### config.mk
export PLATFORM = sky130hd
export DESIGN_NAME = schedule_window_minutes_to_start
export DESIGN_NICKNAME = d
export VERILOG_FILES = /design/src/sv/swmts_pkg.sv /design/src/sv/schedule_window_minutes_to_start.sv /design/src/sv/swmts_cfg.sv /design/src/sv/swmts_prep.sv /design/src/sv/swmts_span.sv /design/src/sv/swmts_resolve.sv
export SDC_FILE = /design/constraint.sdc
export NUM_CORES = 2
export LEC_CHECK = 0
export BUFFER_PORTS_ARGS = -buffer_cell sky130_fd_sc_hd__buf_2
export CORE_UTILIZATION = 55
export CTS_CLUSTER_SIZE = 8
export DETAILED_ROUTE_END_ITERATION = 6
export PLACE_DENSITY = 0.79
export SYNTH_ARGS = -nofsm -noshare
export SYNTH_HDL_FRONTEND = slang
export SYNTH_HIERARCHICAL = 1
export SYNTH_SLANG_ARGS = --single-unit
### constraint.sdc
create_clock -name clk -period 18.32 [get_ports clk]
set_input_delay 1.832 -clock clk [delete_from_list [all_inputs] [get_ports clk]]
set_output_delay 1.832 -clock clk [all_outputs]
set_load 0.05 [all_outputs]
### src/sv/swmts_pkg.sv
// ----------------------------------------------------------------------------
// swmts_pkg
// Shared types, constants and the wrapping span test for the schedule window
// minutes-to-start block.
// ----------------------------------------------------------------------------
package swmts_pkg;

  localparam int DATE_W   = 21;   // packed year/month/mday position
  localparam int DATER_W  = 23;   // signed date span result
  localparam int SPAN_W   = 24;   // working width of the span test
  localparam int MINC_W   = 11;   // packed hour/minute position
  localparam int DAYR_W   = 5;    // signed weekday span result
  localparam int MINR_W   = 13;   // signed minute span result
  localparam int MDIF_W   = 12;   // signed minute differences
  localparam int OUT_W    = 32;
  localparam int PADDR_W  = 5;
  localparam int PDATA_W  = 32;

  localparam int MONTHS_PER_YEAR  = 12;
  localparam int MDAYS_PER_MONTH  = 31;
  localparam int MINUTES_PER_HOUR = 60;
  localparam int MINUTES_PER_DAY  = 1440;

  localparam logic signed [SPAN_W-1:0] DAY_SPAN     = 24'sd1116000;
  localparam logic signed [SPAN_W-1:0] MIN_PER_DAY  = 24'sd1440;
  localparam logic signed [SPAN_W-1:0] WEEK_SPAN    = 24'sd7;

  localparam logic signed [SPAN_W-1:0] SPAN_INSIDE   = 24'sd0;
  localparam logic signed [SPAN_W-1:0] SPAN_AT_START = -24'sd1;
  localparam logic signed [SPAN_W-1:0] SPAN_AT_STOP  = -24'sd2;
  localparam logic signed [SPAN_W-1:0] SPAN_AT_BOTH  = -24'sd3;
  localparam logic signed [SPAN_W-1:0] NO_CHECK      = -24'sd4;
  localparam logic signed [SPAN_W-1:0] SPAN_ANY      = -24'sd1;

  localparam logic [2:0] REG_START_DATE  = 3'd0;
  localparam logic [2:0] REG_START_CLOCK = 3'd1;
  localparam logic [2:0] REG_STOP_DATE   = 3'd2;
  localparam logic [2:0] REG_STOP_CLOCK  = 3'd3;
  localparam logic [2:0] REG_CONTINUED   = 3'd4;

  localparam logic [23:0] DATE_RESET  = 24'hE00000;
  localparam logic [16:0] CLOCK_RESET = 17'h1C000;

  typedef struct packed {
    logic [23:0] start_date;
    logic [16:0] start_clock;
    logic [23:0] stop_date;
    logic [16:0] stop_clock;
    logic        continued_mode;
  } cfg_t;

  typedef struct packed {
    logic                     date_used;
    logic [DATE_W-1:0]        da;
    logic [DATE_W-1:0]        db;
    logic [DATE_W-1:0]        dn;
    logic signed [DAYR_W-1:0] day_r;
    logic                     week_both;
    logic                     min_used;
    logic [MINC_W-1:0]        ma;
    logic [MINC_W-1:0]        mb;
    logic [MINC_W-1:0]        mn;
    logic                     cd_start_hit;
    logic                     cd_stop_hit;
  } s1_t;

  typedef struct packed {
    logic signed [DATER_W-1:0] date_r;
    logic signed [DAYR_W-1:0]  day_r;
    logic                      week_both;
    logic                      min_used;
    logic signed [MINR_W-1:0]  min_r;
    logic signed [MINR_W-1:0]  min_r2;
    logic                      ab_eq;
    logic                      ab_lt;
    logic                      n_lt_a;
    logic                      n_gt_b;
    logic signed [MDIF_W-1:0]  a_minus_b;
    logic signed [MDIF_W-1:0]  tail;
    logic                      cd_start_hit;
    logic                      cd_stop_hit;
  } s2_t;

  // Position n against a span from s to e that wraps at m.
  function automatic logic signed [SPAN_W-1:0] span_test(
    input logic signed [SPAN_W-1:0] s,
    input logic signed [SPAN_W-1:0] e,
    input logic signed [SPAN_W-1:0] n,
    input logic signed [SPAN_W-1:0] m
  );
    logic signed [SPAN_W-1:0] r;
    if (s == n && e == n) begin
      r = SPAN_AT_BOTH;
    end else if (s == n) begin
      r = SPAN_AT_START;
    end else if (e == n) begin
      r = SPAN_AT_STOP;
    end else if (s < SPAN_INSIDE || e < SPAN_INSIDE) begin
      r = SPAN_INSIDE;
    end else if (s < e) begin
      if (s < n && e > n) begin
        r = SPAN_INSIDE;
      end else if (s < n && e < n) begin
        r = m - n + s;
      end else begin
        r = s - n;
      end
    end else if (s > e) begin
      if (s > n && e > n) begin
        r = SPAN_INSIDE;
      end else if (s > n && e < n) begin
        r = s - n;
      end else begin
        r = SPAN_INSIDE;
      end
    end else if (s < n) begin
      r = m - n + s;
    end else begin
      r = s - n;
    end
    return r;
  endfunction

endpackage

### src/sv/schedule_window_minutes_to_start.sv
// ----------------------------------------------------------------------------
// schedule_window_minutes_to_start
// Path: an accepted item passes the prep, span and resolve stage registers to out_valid.
// Throughput: one item per cycle while out_stall is low; set by the three-stage compute pipeline.
// Reset: rst_n clears all stage valids and loads the register reset values.
// ----------------------------------------------------------------------------
module schedule_window_minutes_to_start import swmts_pkg::*; (
  input  logic                    clk,
  input  logic                    rst_n,
  input  logic                    cfg_psel,
  input  logic                    cfg_penable,
  input  logic                    cfg_pwrite,
  input  logic [PADDR_W-1:0]      cfg_paddr,
  input  logic [PDATA_W-1:0]      cfg_pwdata,
  output logic [PDATA_W-1:0]      cfg_prdata,
  output logic                    cfg_pready,
  input  logic                    in_valid,
  output logic                    in_stall,
  input  logic [11:0]             in_now_year,
  input  logic [3:0]              in_now_month,
  input  logic [4:0]              in_now_mday,
  input  logic [2:0]              in_now_wday,
  input  logic [4:0]              in_now_hour,
  input  logic [5:0]              in_now_minute,
  output logic                    out_valid,
  input  logic                    out_stall,
  output logic signed [OUT_W-1:0] out_minutes_to_start
);

  cfg_t cfg;
  s1_t  s1_data;
  s2_t  s2_data;
  logic s1_valid, s2_valid, s3_valid;
  logic s1_en, s2_en, s3_en;

  // Advance a stage when it is empty or the next one moves
  assign s3_en    = !s3_valid || !out_stall;
  assign s2_en    = !s2_valid || s3_en;
  assign s1_en    = !s1_valid || s2_en;
  assign in_stall = !s1_en;

  swmts_cfg u_cfg (
    .clk         (clk),
    .rst_n       (rst_n),
    .cfg_psel    (cfg_psel),
    .cfg_penable (cfg_penable),
    .cfg_pwrite  (cfg_pwrite),
    .cfg_paddr   (cfg_paddr),
    .cfg_pwdata  (cfg_pwdata),
    .cfg_prdata  (cfg_prdata),
    .cfg_pready  (cfg_pready),
    .cfg         (cfg)
  );

  swmts_prep u_prep (
    .clk        (clk),
    .rst_n      (rst_n),
    .en         (s1_en),
    .valid_in   (in_valid),
    .cfg        (cfg),
    .now_year   (in_now_year),
    .now_month  (in_now_month),
    .now_mday   (in_now_mday),
    .now_wday   (in_now_wday),
    .now_hour   (in_now_hour),
    .now_minute (in_now_minute),
    .valid_r    (s1_valid),
    .data_r     (s1_data)
  );

  swmts_span u_span (
    .clk      (clk),
    .rst_n    (rst_n),
    .en       (s2_en),
    .valid_in (s1_valid),
    .data_in  (s1_data),
    .valid_r  (s2_valid),
    .data_r   (s2_data)
  );

  swmts_resolve u_resolve (
    .clk            (clk),
    .rst_n          (rst_n),
    .en             (s3_en),
    .valid_in       (s2_valid),
    .data_in        (s2_data),
    .continued_mode (cfg.continued_mode),
    .valid_r        (s3_valid),
    .result_r       (out_minutes_to_start)
  );

  assign out_valid = s3_valid;

endmodule

### src/sv/swmts_cfg.sv
// ----------------------------------------------------------------------------
// swmts_cfg
// APB register file holding the window start/stop points and the mode bit.
// ----------------------------------------------------------------------------
module swmts_cfg import swmts_pkg::*; (
  input  logic               clk,
  input  logic               rst_n,
  input  logic               cfg_psel,
  input  logic               cfg_penable,
  input  logic               cfg_pwrite,
  input  logic [PADDR_W-1:0] cfg_paddr,
  input  logic [PDATA_W-1:0] cfg_pwdata,
  output logic [PDATA_W-1:0] cfg_prdata,
  output logic               cfg_pready,
  output cfg_t               cfg
);

  logic [23:0] start_date_r;
  logic [16:0] start_clock_r;
  logic [23:0] stop_date_r;
  logic [16:0] stop_clock_r;
  logic        continued_r;
  logic        wr_en;
  logic [2:0]  reg_idx;

  assign cfg_pready = 1'b1;
  assign wr_en      = cfg_psel & cfg_penable & cfg_pwrite;
  assign reg_idx    = cfg_paddr[4:2];

  always_ff @(posedge clk) begin
    if (!rst_n) begin
      start_date_r  <= DATE_RESET;
      start_clock_r <= CLOCK_RESET;
      stop_date_r   <= DATE_RESET;
      stop_clock_r  <= CLOCK_RESET;
      continued_r   <= 1'b0;
    end else if (wr_en) begin
      case (reg_idx)
        REG_START_DATE:  start_date_r  <= cfg_pwdata[23:0];
        REG_START_CLOCK: start_clock_r <= cfg_pwdata[16:0];
        REG_STOP_DATE:   stop_date_r   <= cfg_pwdata[23:0];
        REG_STOP_CLOCK:  stop_clock_r  <= cfg_pwdata[16:0];
        REG_CONTINUED:   continued_r   <= cfg_pwdata[0];
        default: ;
      endcase
    end
  end

  always_comb begin
    case (reg_idx)
      REG_START_DATE:  cfg_prdata = PDATA_W'(start_date_r);
      REG_START_CLOCK: cfg_prdata = PDATA_W'(start_clock_r);
      REG_STOP_DATE:   cfg_prdata = PDATA_W'(stop_date_r);
      REG_STOP_CLOCK:  cfg_prdata = PDATA_W'(stop_clock_r);
      REG_CONTINUED:   cfg_prdata = PDATA_W'(continued_r);
      default:         cfg_prdata = '0;
    endcase
  end

  assign cfg.start_date     = start_date_r;
  assign cfg.start_clock    = start_clock_r;
  assign cfg.stop_date      = stop_date_r;
  assign cfg.stop_clock     = stop_clock_r;
  assign cfg.continued_mode = continued_r;

endmodule

### src/sv/swmts_prep.sv
// ----------------------------------------------------------------------------
// swmts_prep
// Stage 1: decode wildcards, pack date and clock positions, test the weekday
// span and the continued-mode start/stop clock compares.
// ----------------------------------------------------------------------------
module swmts_prep import swmts_pkg::*; (
  input  logic        clk,
  input  logic        rst_n,
  input  logic        en,
  input  logic        valid_in,
  input  cfg_t        cfg,
  input  logic [11:0] now_year,
  input  logic [3:0]  now_month,
  input  logic [4:0]  now_mday,
  input  logic [2:0]  now_wday,
  input  logic [4:0]  now_hour,
  input  logic [5:0]  now_minute,
  output logic        valid_r,
  output s1_t         data_r
);

  logic [11:0] yr_s, yr_e;
  logic [3:0]  mo_s, mo_e;
  logic [4:0]  md_s, md_e;
  logic [2:0]  wd_s, wd_e;
  logic [4:0]  hr_s, hr_e;
  logic [5:0]  mi_s, mi_e;
  logic        fw_s, fw_e, fh_s, fh_e, fn_s, fn_e;
  logic        use_y, use_m, use_d, use_h, use_n;
  logic [15:0] a12_s, a12_e, n12;
  logic signed [SPAN_W-1:0] sw, ew, day_full;
  logic [4:0]  hs_a, hs_n, he_a, he_n;
  logic [MINC_W-1:0] cs_a, cs_n, ce_a, ce_n;
  s1_t         data_nxt;

  assign yr_s = cfg.start_date[11:0];
  assign mo_s = cfg.start_date[15:12];
  assign md_s = cfg.start_date[20:16];
  assign yr_e = cfg.stop_date[11:0];
  assign mo_e = cfg.stop_date[15:12];
  assign md_e = cfg.stop_date[20:16];
  assign wd_s = cfg.start_clock[2:0];
  assign hr_s = cfg.start_clock[7:3];
  assign mi_s = cfg.start_clock[13:8];
  assign fw_s = cfg.start_clock[14];
  assign fh_s = cfg.start_clock[15];
  assign fn_s = cfg.start_clock[16];
  assign wd_e = cfg.stop_clock[2:0];
  assign hr_e = cfg.stop_clock[7:3];
  assign mi_e = cfg.stop_clock[13:8];
  assign fw_e = cfg.stop_clock[14];
  assign fh_e = cfg.stop_clock[15];
  assign fn_e = cfg.stop_clock[16];

  assign use_y = !cfg.start_date[21] && !cfg.stop_date[21] && (yr_s <= yr_e);
  assign use_m = !cfg.start_date[22] && !cfg.stop_date[22];
  assign use_d = !cfg.start_date[23] && !cfg.stop_date[23];
  assign use_h = !fh_s && !fh_e;
  assign use_n = !fn_s && !fn_e;

  // Date positions in days, counted as year*12*31 + month*31 + mday
  assign a12_s = 16'(use_y ? yr_s : 12'd0) * 16'(MONTHS_PER_YEAR)
               + 16'(use_m ? mo_s : 4'd0);
  assign a12_e = 16'(use_y ? yr_e : 12'd0) * 16'(MONTHS_PER_YEAR)
               + 16'(use_m ? mo_e : 4'd0);
  assign n12   = (use_y || use_m)
               ? 16'(use_y ? now_year : 12'd0) * 16'(MONTHS_PER_YEAR) + 16'(now_month)
               : 16'd0;

  assign sw = fw_s ? SPAN_ANY : $signed(SPAN_W'(wd_s));
  assign ew = fw_e ? SPAN_ANY : $signed(SPAN_W'(wd_e));
  assign day_full = span_test(sw, ew, $signed(SPAN_W'(now_wday)), WEEK_SPAN);

  // Continued mode: clock compare on the date boundary, one end only
  assign hs_a = fh_s ? 5'd0 : hr_s;
  assign hs_n = fh_s ? 5'd0 : now_hour;
  assign he_a = fh_e ? 5'd0 : hr_e;
  assign he_n = fh_e ? 5'd0 : now_hour;
  assign cs_a = fn_s ? MINC_W'(hs_a)
                     : MINC_W'(hs_a) * MINC_W'(MINUTES_PER_HOUR) + MINC_W'(mi_s);
  assign cs_n = fn_s ? MINC_W'(hs_n)
                     : MINC_W'(hs_n) * MINC_W'(MINUTES_PER_HOUR) + MINC_W'(now_minute);
  assign ce_a = fn_e ? MINC_W'(he_a)
                     : MINC_W'(he_a) * MINC_W'(MINUTES_PER_HOUR) + MINC_W'(mi_e);
  assign ce_n = fn_e ? MINC_W'(he_n)
                     : MINC_W'(he_n) * MINC_W'(MINUTES_PER_HOUR) + MINC_W'(now_minute);

  always_comb begin
    data_nxt.date_used    = use_y || use_m || use_d;
    data_nxt.da           = DATE_W'(a12_s) * DATE_W'(MDAYS_PER_MONTH)
                          + DATE_W'(use_d ? md_s : 5'd0);
    data_nxt.db           = DATE_W'(a12_e) * DATE_W'(MDAYS_PER_MONTH)
                          + DATE_W'(use_d ? md_e : 5'd0);
    data_nxt.dn           = DATE_W'(n12) * DATE_W'(MDAYS_PER_MONTH) + DATE_W'(now_mday);
    data_nxt.day_r        = DAYR_W'(day_full);
    data_nxt.week_both    = !fw_s && !fw_e;
    data_nxt.min_used     = use_h || use_n;
    data_nxt.ma           = MINC_W'(use_h ? hr_s : 5'd0) * MINC_W'(MINUTES_PER_HOUR)
                          + MINC_W'(use_n ? mi_s : 6'd0);
    data_nxt.mb           = MINC_W'(use_h ? hr_e : 5'd0) * MINC_W'(MINUTES_PER_HOUR)
                          + MINC_W'(use_n ? mi_e : 6'd0);
    data_nxt.mn           = MINC_W'(use_h ? now_hour : 5'd0) * MINC_W'(MINUTES_PER_HOUR)
                          + MINC_W'(now_minute);
    data_nxt.cd_start_hit = (!fh_s || !fn_s) && (cs_n >= cs_a);
    data_nxt.cd_stop_hit  = (!fh_e || !fn_e) && (ce_n < ce_a);
  end

  always_ff @(posedge clk) begin
    if (!rst_n) begin
      valid_r <= 1'b0;
    end else if (en) begin
      valid_r <= valid_in;
    end
  end

  always_ff @(posedge clk) begin
    if (en && valid_in) begin
      data_r <= data_nxt;
    end
  end

endmodule

### src/sv/swmts_span.sv
// ----------------------------------------------------------------------------
// swmts_span
// Stage 2: date span test, hour:minute span test at now and one minute later,
// and the minute compares used by continued mode.
// ----------------------------------------------------------------------------
module swmts_span import swmts_pkg::*; (
  input  logic clk,
  input  logic rst_n,
  input  logic en,
  input  logic valid_in,
  input  s1_t  data_in,
  output logic valid_r,
  output s2_t  data_r
);

  logic signed [SPAN_W-1:0] date_full, min_full, min_full2;
  logic signed [SPAN_W-1:0] ma_s, mb_s, mn_s, mn1_s;
  s2_t data_nxt;

  assign ma_s  = $signed(SPAN_W'(data_in.ma));
  assign mb_s  = $signed(SPAN_W'(data_in.mb));
  assign mn_s  = $signed(SPAN_W'(data_in.mn));
  assign mn1_s = mn_s + SPAN_W'(1);

  assign date_full = data_in.date_used
                   ? span_test($signed(SPAN_W'(data_in.da)), $signed(SPAN_W'(data_in.db)),
                               $signed(SPAN_W'(data_in.dn)), DAY_SPAN)
                   : NO_CHECK;
  assign min_full  = span_test(ma_s, mb_s, mn_s, MIN_PER_DAY);
  assign min_full2 = span_test(ma_s, mb_s, mn1_s, MIN_PER_DAY);

  always_comb begin
    data_nxt.date_r       = DATER_W'(date_full);
    data_nxt.day_r        = data_in.day_r;
    data_nxt.week_both    = data_in.week_both;
    data_nxt.min_used     = data_in.min_used;
    data_nxt.min_r        = MINR_W'(min_full);
    data_nxt.min_r2       = MINR_W'(min_full2);
    data_nxt.ab_eq        = data_in.ma == data_in.mb;
    data_nxt.ab_lt        = data_in.ma < data_in.mb;
    data_nxt.n_lt_a       = data_in.mn < data_in.ma;
    data_nxt.n_gt_b       = data_in.mn > data_in.mb;
    data_nxt.a_minus_b    = $signed({1'b0, data_in.ma}) - $signed({1'b0, data_in.mb});
    data_nxt.tail         = MDIF_W'(MINUTES_PER_DAY) - $signed({1'b0, data_in.mb});
    data_nxt.cd_start_hit = data_in.cd_start_hit;
    data_nxt.cd_stop_hit  = data_in.cd_stop_hit;
  end

  always_ff @(posedge clk) begin
    if (!rst_n) begin
      valid_r <= 1'b0;
    end else if (en) begin
      valid_r <= valid_in;
    end
  end

  always_ff @(posedge clk) begin
    if (en && valid_in) begin
      data_r <= data_nxt;
    end
  end

endmodule

### src/sv/swmts_resolve.sv
// ----------------------------------------------------------------------------
// swmts_resolve
// Stage 3: scale day distances to minutes, saturating the date distance, and pick the result
// in priority order date, weekday, hour:minute.
// ----------------------------------------------------------------------------
module swmts_resolve import swmts_pkg::*; (
  input  logic                    clk,
  input  logic                    rst_n,
  input  logic                    en,
  input  logic                    valid_in,
  input  s2_t                     data_in,
  input  logic                    continued_mode,
  output logic                    valid_r,
  output logic signed [OUT_W-1:0] result_r
);

  logic [32:0]             date_prod;
  logic [OUT_W-1:0]        date_min, day_min;
  logic signed [OUT_W-1:0] wrap_val, late_val, result_nxt;
  logic date_pos, day_pos, min_pos, min2_pos;
  logic date_start, date_stop, day_start, day_stop;
  logic date_done, min_at_stop;

  assign date_pos   = !data_in.date_r[DATER_W-1] && (|data_in.date_r);
  assign day_pos    = !data_in.day_r[DAYR_W-1] && (|data_in.day_r);
  assign min_pos    = !data_in.min_r[MINR_W-1] && (|data_in.min_r);
  assign min2_pos   = !data_in.min_r2[MINR_W-1] && (|data_in.min_r2);
  assign date_start = data_in.date_r == DATER_W'(SPAN_AT_START);
  assign date_stop  = data_in.date_r == DATER_W'(SPAN_AT_STOP);
  assign day_start  = data_in.day_r == DAYR_W'(SPAN_AT_START);
  assign day_stop   = data_in.day_r == DAYR_W'(SPAN_AT_STOP);
  assign min_at_stop = data_in.min_r == MINR_W'(SPAN_AT_STOP)
                    || data_in.min_r == MINR_W'(SPAN_AT_BOTH);

  assign date_prod = 33'(data_in.date_r[DATER_W-2:0]) * 33'(MINUTES_PER_DAY);
  assign date_min  = (date_prod > 33'h07FFFFFFF) ? 32'h7FFFFFFF : date_prod[OUT_W-1:0];
  assign day_min   = OUT_W'(data_in.day_r[DAYR_W-2:0]) * OUT_W'(MINUTES_PER_DAY);
  assign wrap_val  = OUT_W'(data_in.min_r) + OUT_W'(data_in.a_minus_b);
  assign late_val  = OUT_W'(data_in.min_r2) + OUT_W'(1);

  // Window open across the date boundary in continued mode
  assign date_done = continued_mode
                  && (data_in.date_r == DATER_W'(SPAN_INSIDE)
                      || (date_start && data_in.cd_start_hit)
                      || (date_stop && data_in.cd_stop_hit));

  always_comb begin
    if (date_pos) begin
      result_nxt = $signed(date_min);
    end else if (date_done) begin
      result_nxt = '0;
    end else if (day_pos) begin
      result_nxt = $signed(day_min);
    end else if (continued_mode && data_in.day_r == DAYR_W'(SPAN_INSIDE)
                 && data_in.week_both) begin
      result_nxt = '0;
    end else if (!data_in.min_used || data_in.ab_eq) begin
      result_nxt = '0;
    end else if (continued_mode && data_in.ab_lt
                 && ((data_in.n_lt_a && (day_stop || date_stop))
                     || (data_in.n_gt_b && (day_start || date_start)))) begin
      result_nxt = '0;
    end else if (continued_mode && !data_in.ab_lt && data_in.n_lt_a
                 && (day_start || date_start)) begin
      result_nxt = wrap_val;
    end else if (continued_mode && !data_in.ab_lt && data_in.n_gt_b
                 && (day_stop || date_stop)) begin
      result_nxt = OUT_W'(data_in.tail);
    end else if (min_pos) begin
      result_nxt = OUT_W'(data_in.min_r);
    end else if (min_at_stop && min2_pos) begin
      result_nxt = late_val;
    end else begin
      result_nxt = '0;
    end
  end

  always_ff @(posedge clk) begin
    if (!rst_n) begin
      valid_r <= 1'b0;
    end else if (en) begin
      valid_r <= valid_in;
    end
  end

  always_ff @(posedge clk) begin
    if (en && valid_in) begin
      result_r <= result_nxt;
    end
  end

endmodule

==> impl_metrics.py <==
metrics = {
    "status": {
        "status": "finished, violations left",
        "failed_checks": "DRC",
    },
    "synth": {
        "ys_seq_area_share_pct": 20.9,
        "ys_types": 122,
        "syn_inst": 4417,
        "syn_avg_cell_area_um2": 9.14,
        "yosys-top-cells-area": "ha_1 18%, edfxtp_1 17%, fa_1 12%",
        "async_flop_share_pct": 0,
        "synth_top_area_share_pct": 17.9,
        "synth_edf_count": 224,
        "post_synth_instance_area_mm2": 0.0404,
        "yosys.area.top_type": "ha_1",
        "synth_ff_type": "edfxtp_1",
        "ys_ff_latch": 310,
        "yosys_warnings": 6,
    },
    "timing": {
        "worst_slack_ns": 9.35,
        "rsz0062_at_grt": "false",
        "max_freq_mhz": 112,
        "period_share_pct": 48.9,
        "slew_violations": 0,
        "finalClockSkew_ns": 0.0282,
        "totalNegativeSetupSlack_ns": 0,
        "max_slew_margin_pct": 24.9,
        "finalHoldViolCount": 0,
        "worst_slew_pin_slew_ns": 1.12,
        "fin_crit_ns": 8.97,
        "finalSetupViolCount": 0,
    },
    "die": {
        "core_mm2": 0.0721,
        "start_util_pct": 56.0,
        "die_w_um": 273,
        "dieArea_mm2": 0.0745,
        "rows": 98,
        "ios": 146,
        "fp.dieH_um": 273,
    },
    "clock_network": {
        "path_clk_slew_ns": 0.05,
        "cts_max_level": 2,
        "cts_setup_buffers": 0,
        "clockRootBuffer": "clkbuf_16",
        "cts-resized-gates": 0,
        "clockBufferDepth": 3,
        "cts_sinks": 310,
        "cts_tree": "done",
        "clock_latency_ns": 0.60,
        "numCtsBuffers": 47,
        "cts-hold-fix-buffers": 0,
    },
    "pwr": {
        "p_per_area_mw_per_mm2": 54.0,
        "leakage_nw": 20.6,
        "vdd_ir_drop_max_mv": 0.0833,
    },
    "placement": {
        "place_congestion": 0.993,
        "portBuffers": 126,
        "hpwl_um": 77800,
        "pre_cts_ws_ns": 9.54,
    },
    "setup_path": {
        "critPathCaptureType": "flip-flop",
        "cpPeakStageDelay_ns": 0.59,
        "cp_top_family": "simple AND/OR/NAND/NOR gates",
        "critPathKind": "flip-flop to flip-flop",
        "arrival_ns": 9.30,
        "slowest_stage": "dfxtp_1",
        "cp_max_fo": 36,
        "required_ns": 18.66,
        "cpMostUsedCell": "inv_1",
        "crit_buf_inv": 7,
        "start_kind": "flip-flop",
    },
    "layout": {
        "layout_commonest_cell": "inv_1",
        "final_cell_mix": "664 x inv_1, 579 x ha_1, 292 x nand2_1",
        "layout-drive-gt1-share_pct": 7.09,
        "fin_nets": 5428,
        "syn2layout_area_growth_pct": 7.14,
    },
    "grt": {
        "first_global_vias": 30559,
        "grt_pass1_wl_um": 154000,
        "overflow": 0,
        "grt_start_max_net_pins": 88,
        "grtUsageTotal_pct": 25.3,
        "antenna_found_initial": 1,
    },
    "drt": {
        "drcViolationCount": 1,
        "wire_per_inst_um": 17.3,
        "dr.pass1.iters": 7,
        "routed_wl_um": 95100,
        "ant_nets": 0,
        "vias": 31800,
        "routed_via_density": 5.78,
        "drt-initial-drc-count": 2591,
    },
    "min_path": {
        "hp-class": "flip-flop to flip-flop",
    },
    "flow_run": {
        "drv_cap": 0,
    },
}
## worst paths after layout
kind                                     start                      endpoint  slack (ns)  cells after the start
max reg2reg  u_cfg/stop_date_r[3]$_SDFFE_PN0P_  u_prep/data_r[103]$_DFFE_PP_        9.35                     30
min reg2reg    u_prep/data_r[38]$_SDFFCE_PP0P_   u_span/data_r[59]$_DFFE_PP_        0.42                      0
max          u_cfg/stop_date_r[3]$_SDFFE_PN0P_  u_prep/data_r[103]$_DFFE_PP_        9.35                     30
min            u_prep/data_r[38]$_SDFFCE_PP0P_   u_span/data_r[59]$_DFFE_PP_        0.42                      0
## through the flow
step / cells / utilization, % / cell area, um^2 / hold slack [ns] / total power, mW
finish: 5504 / 60.0 / 43300 / 0.417 / 2.34
global route: 5503 / 60.0 / 43300 / 0.421 / 2.45
CTS: 5503 / 60.0 / 43300 / 0.419 / 2.34
detailed placement: 5421 / 58.1 / 41900 / 0.411 / 1.51
global placement: 5421 / 58.1 / 41900 / 0.403 / 1.49
floorplan: 4424 / - / 40400 / 0.400 / 1.36
## synth_stat cells (74+ instances only)
cell	n
a21oi_1	263
and2_1	74
dfxtp_1	86
edfxtp_1	224
inv_1	664
nor2_1	201
xor2_1	119
fa_1	250
nor2b_1	97
nand2_1	292
nand3_1	80
xnor2_1	240
ha_1	579
a21o_1	105
o21ai_0	152
mux2i_1	132
## metal layers
metal | global-route usage, % | vias to the layer above | wire length [um]
li1 | - | 15533 | -
met1 | 34.7 | 15081 | 42500
met2 | 41.6 | 1014 | 43600
met3 | 3.48 | 170 | 6580
met5 | 0 | - | 11
met4 | 6.97 | 2 | 2440
## cell families (layout without fill, tap and decap cells)
group,after synthesis,after routing,synth area share (%)
other,2,10,0.0186
AOI/OAI and AO/OA,913,913,15.1
and+or+nand+nor,1079,1079,13.8
muxes,163,163,4.58
DFF,310,310,20.9
xor gates and xnor gates,359,359,7.79
adders and majority gates,831,831,30.4
buffers and inverters,760,889,7.48
## cell type report
type,instances,area [um^2]
Clock inverter,8,108
Fill cell,6038,28800
Tap cell,950,1190
Multi-Input combinational cell,3354,29000
Sequential cell,310,8450
Timing Repair Buffer,142,753
Inverter,665,2500
Antenna cell,1,2.50
Clock buffer,74,1310
## state kept, by name (all words and copies together), names as in the netlist, 17 cells and up
signal,count
u_prep/data_r,106
u_span/data_r,86
u_resolve/result_r,32
u_cfg/start_date_r,24
u_cfg/stop_date_r,24
u_cfg/start_clock_r,17
u_cfg/stop_clock_r,17
## report_power, final
part / internal, mW / switching (mW) / total (mW)
combinational: 0.274 / 0.407 / 0.681
clock: 0.501 / 0.326 / 0.827
sequential: 0.797 / 0.0308 / 0.827
total: 1.57 / 0.764 / 2.33
Note: power is estimated with default switching activity, not from simulation.
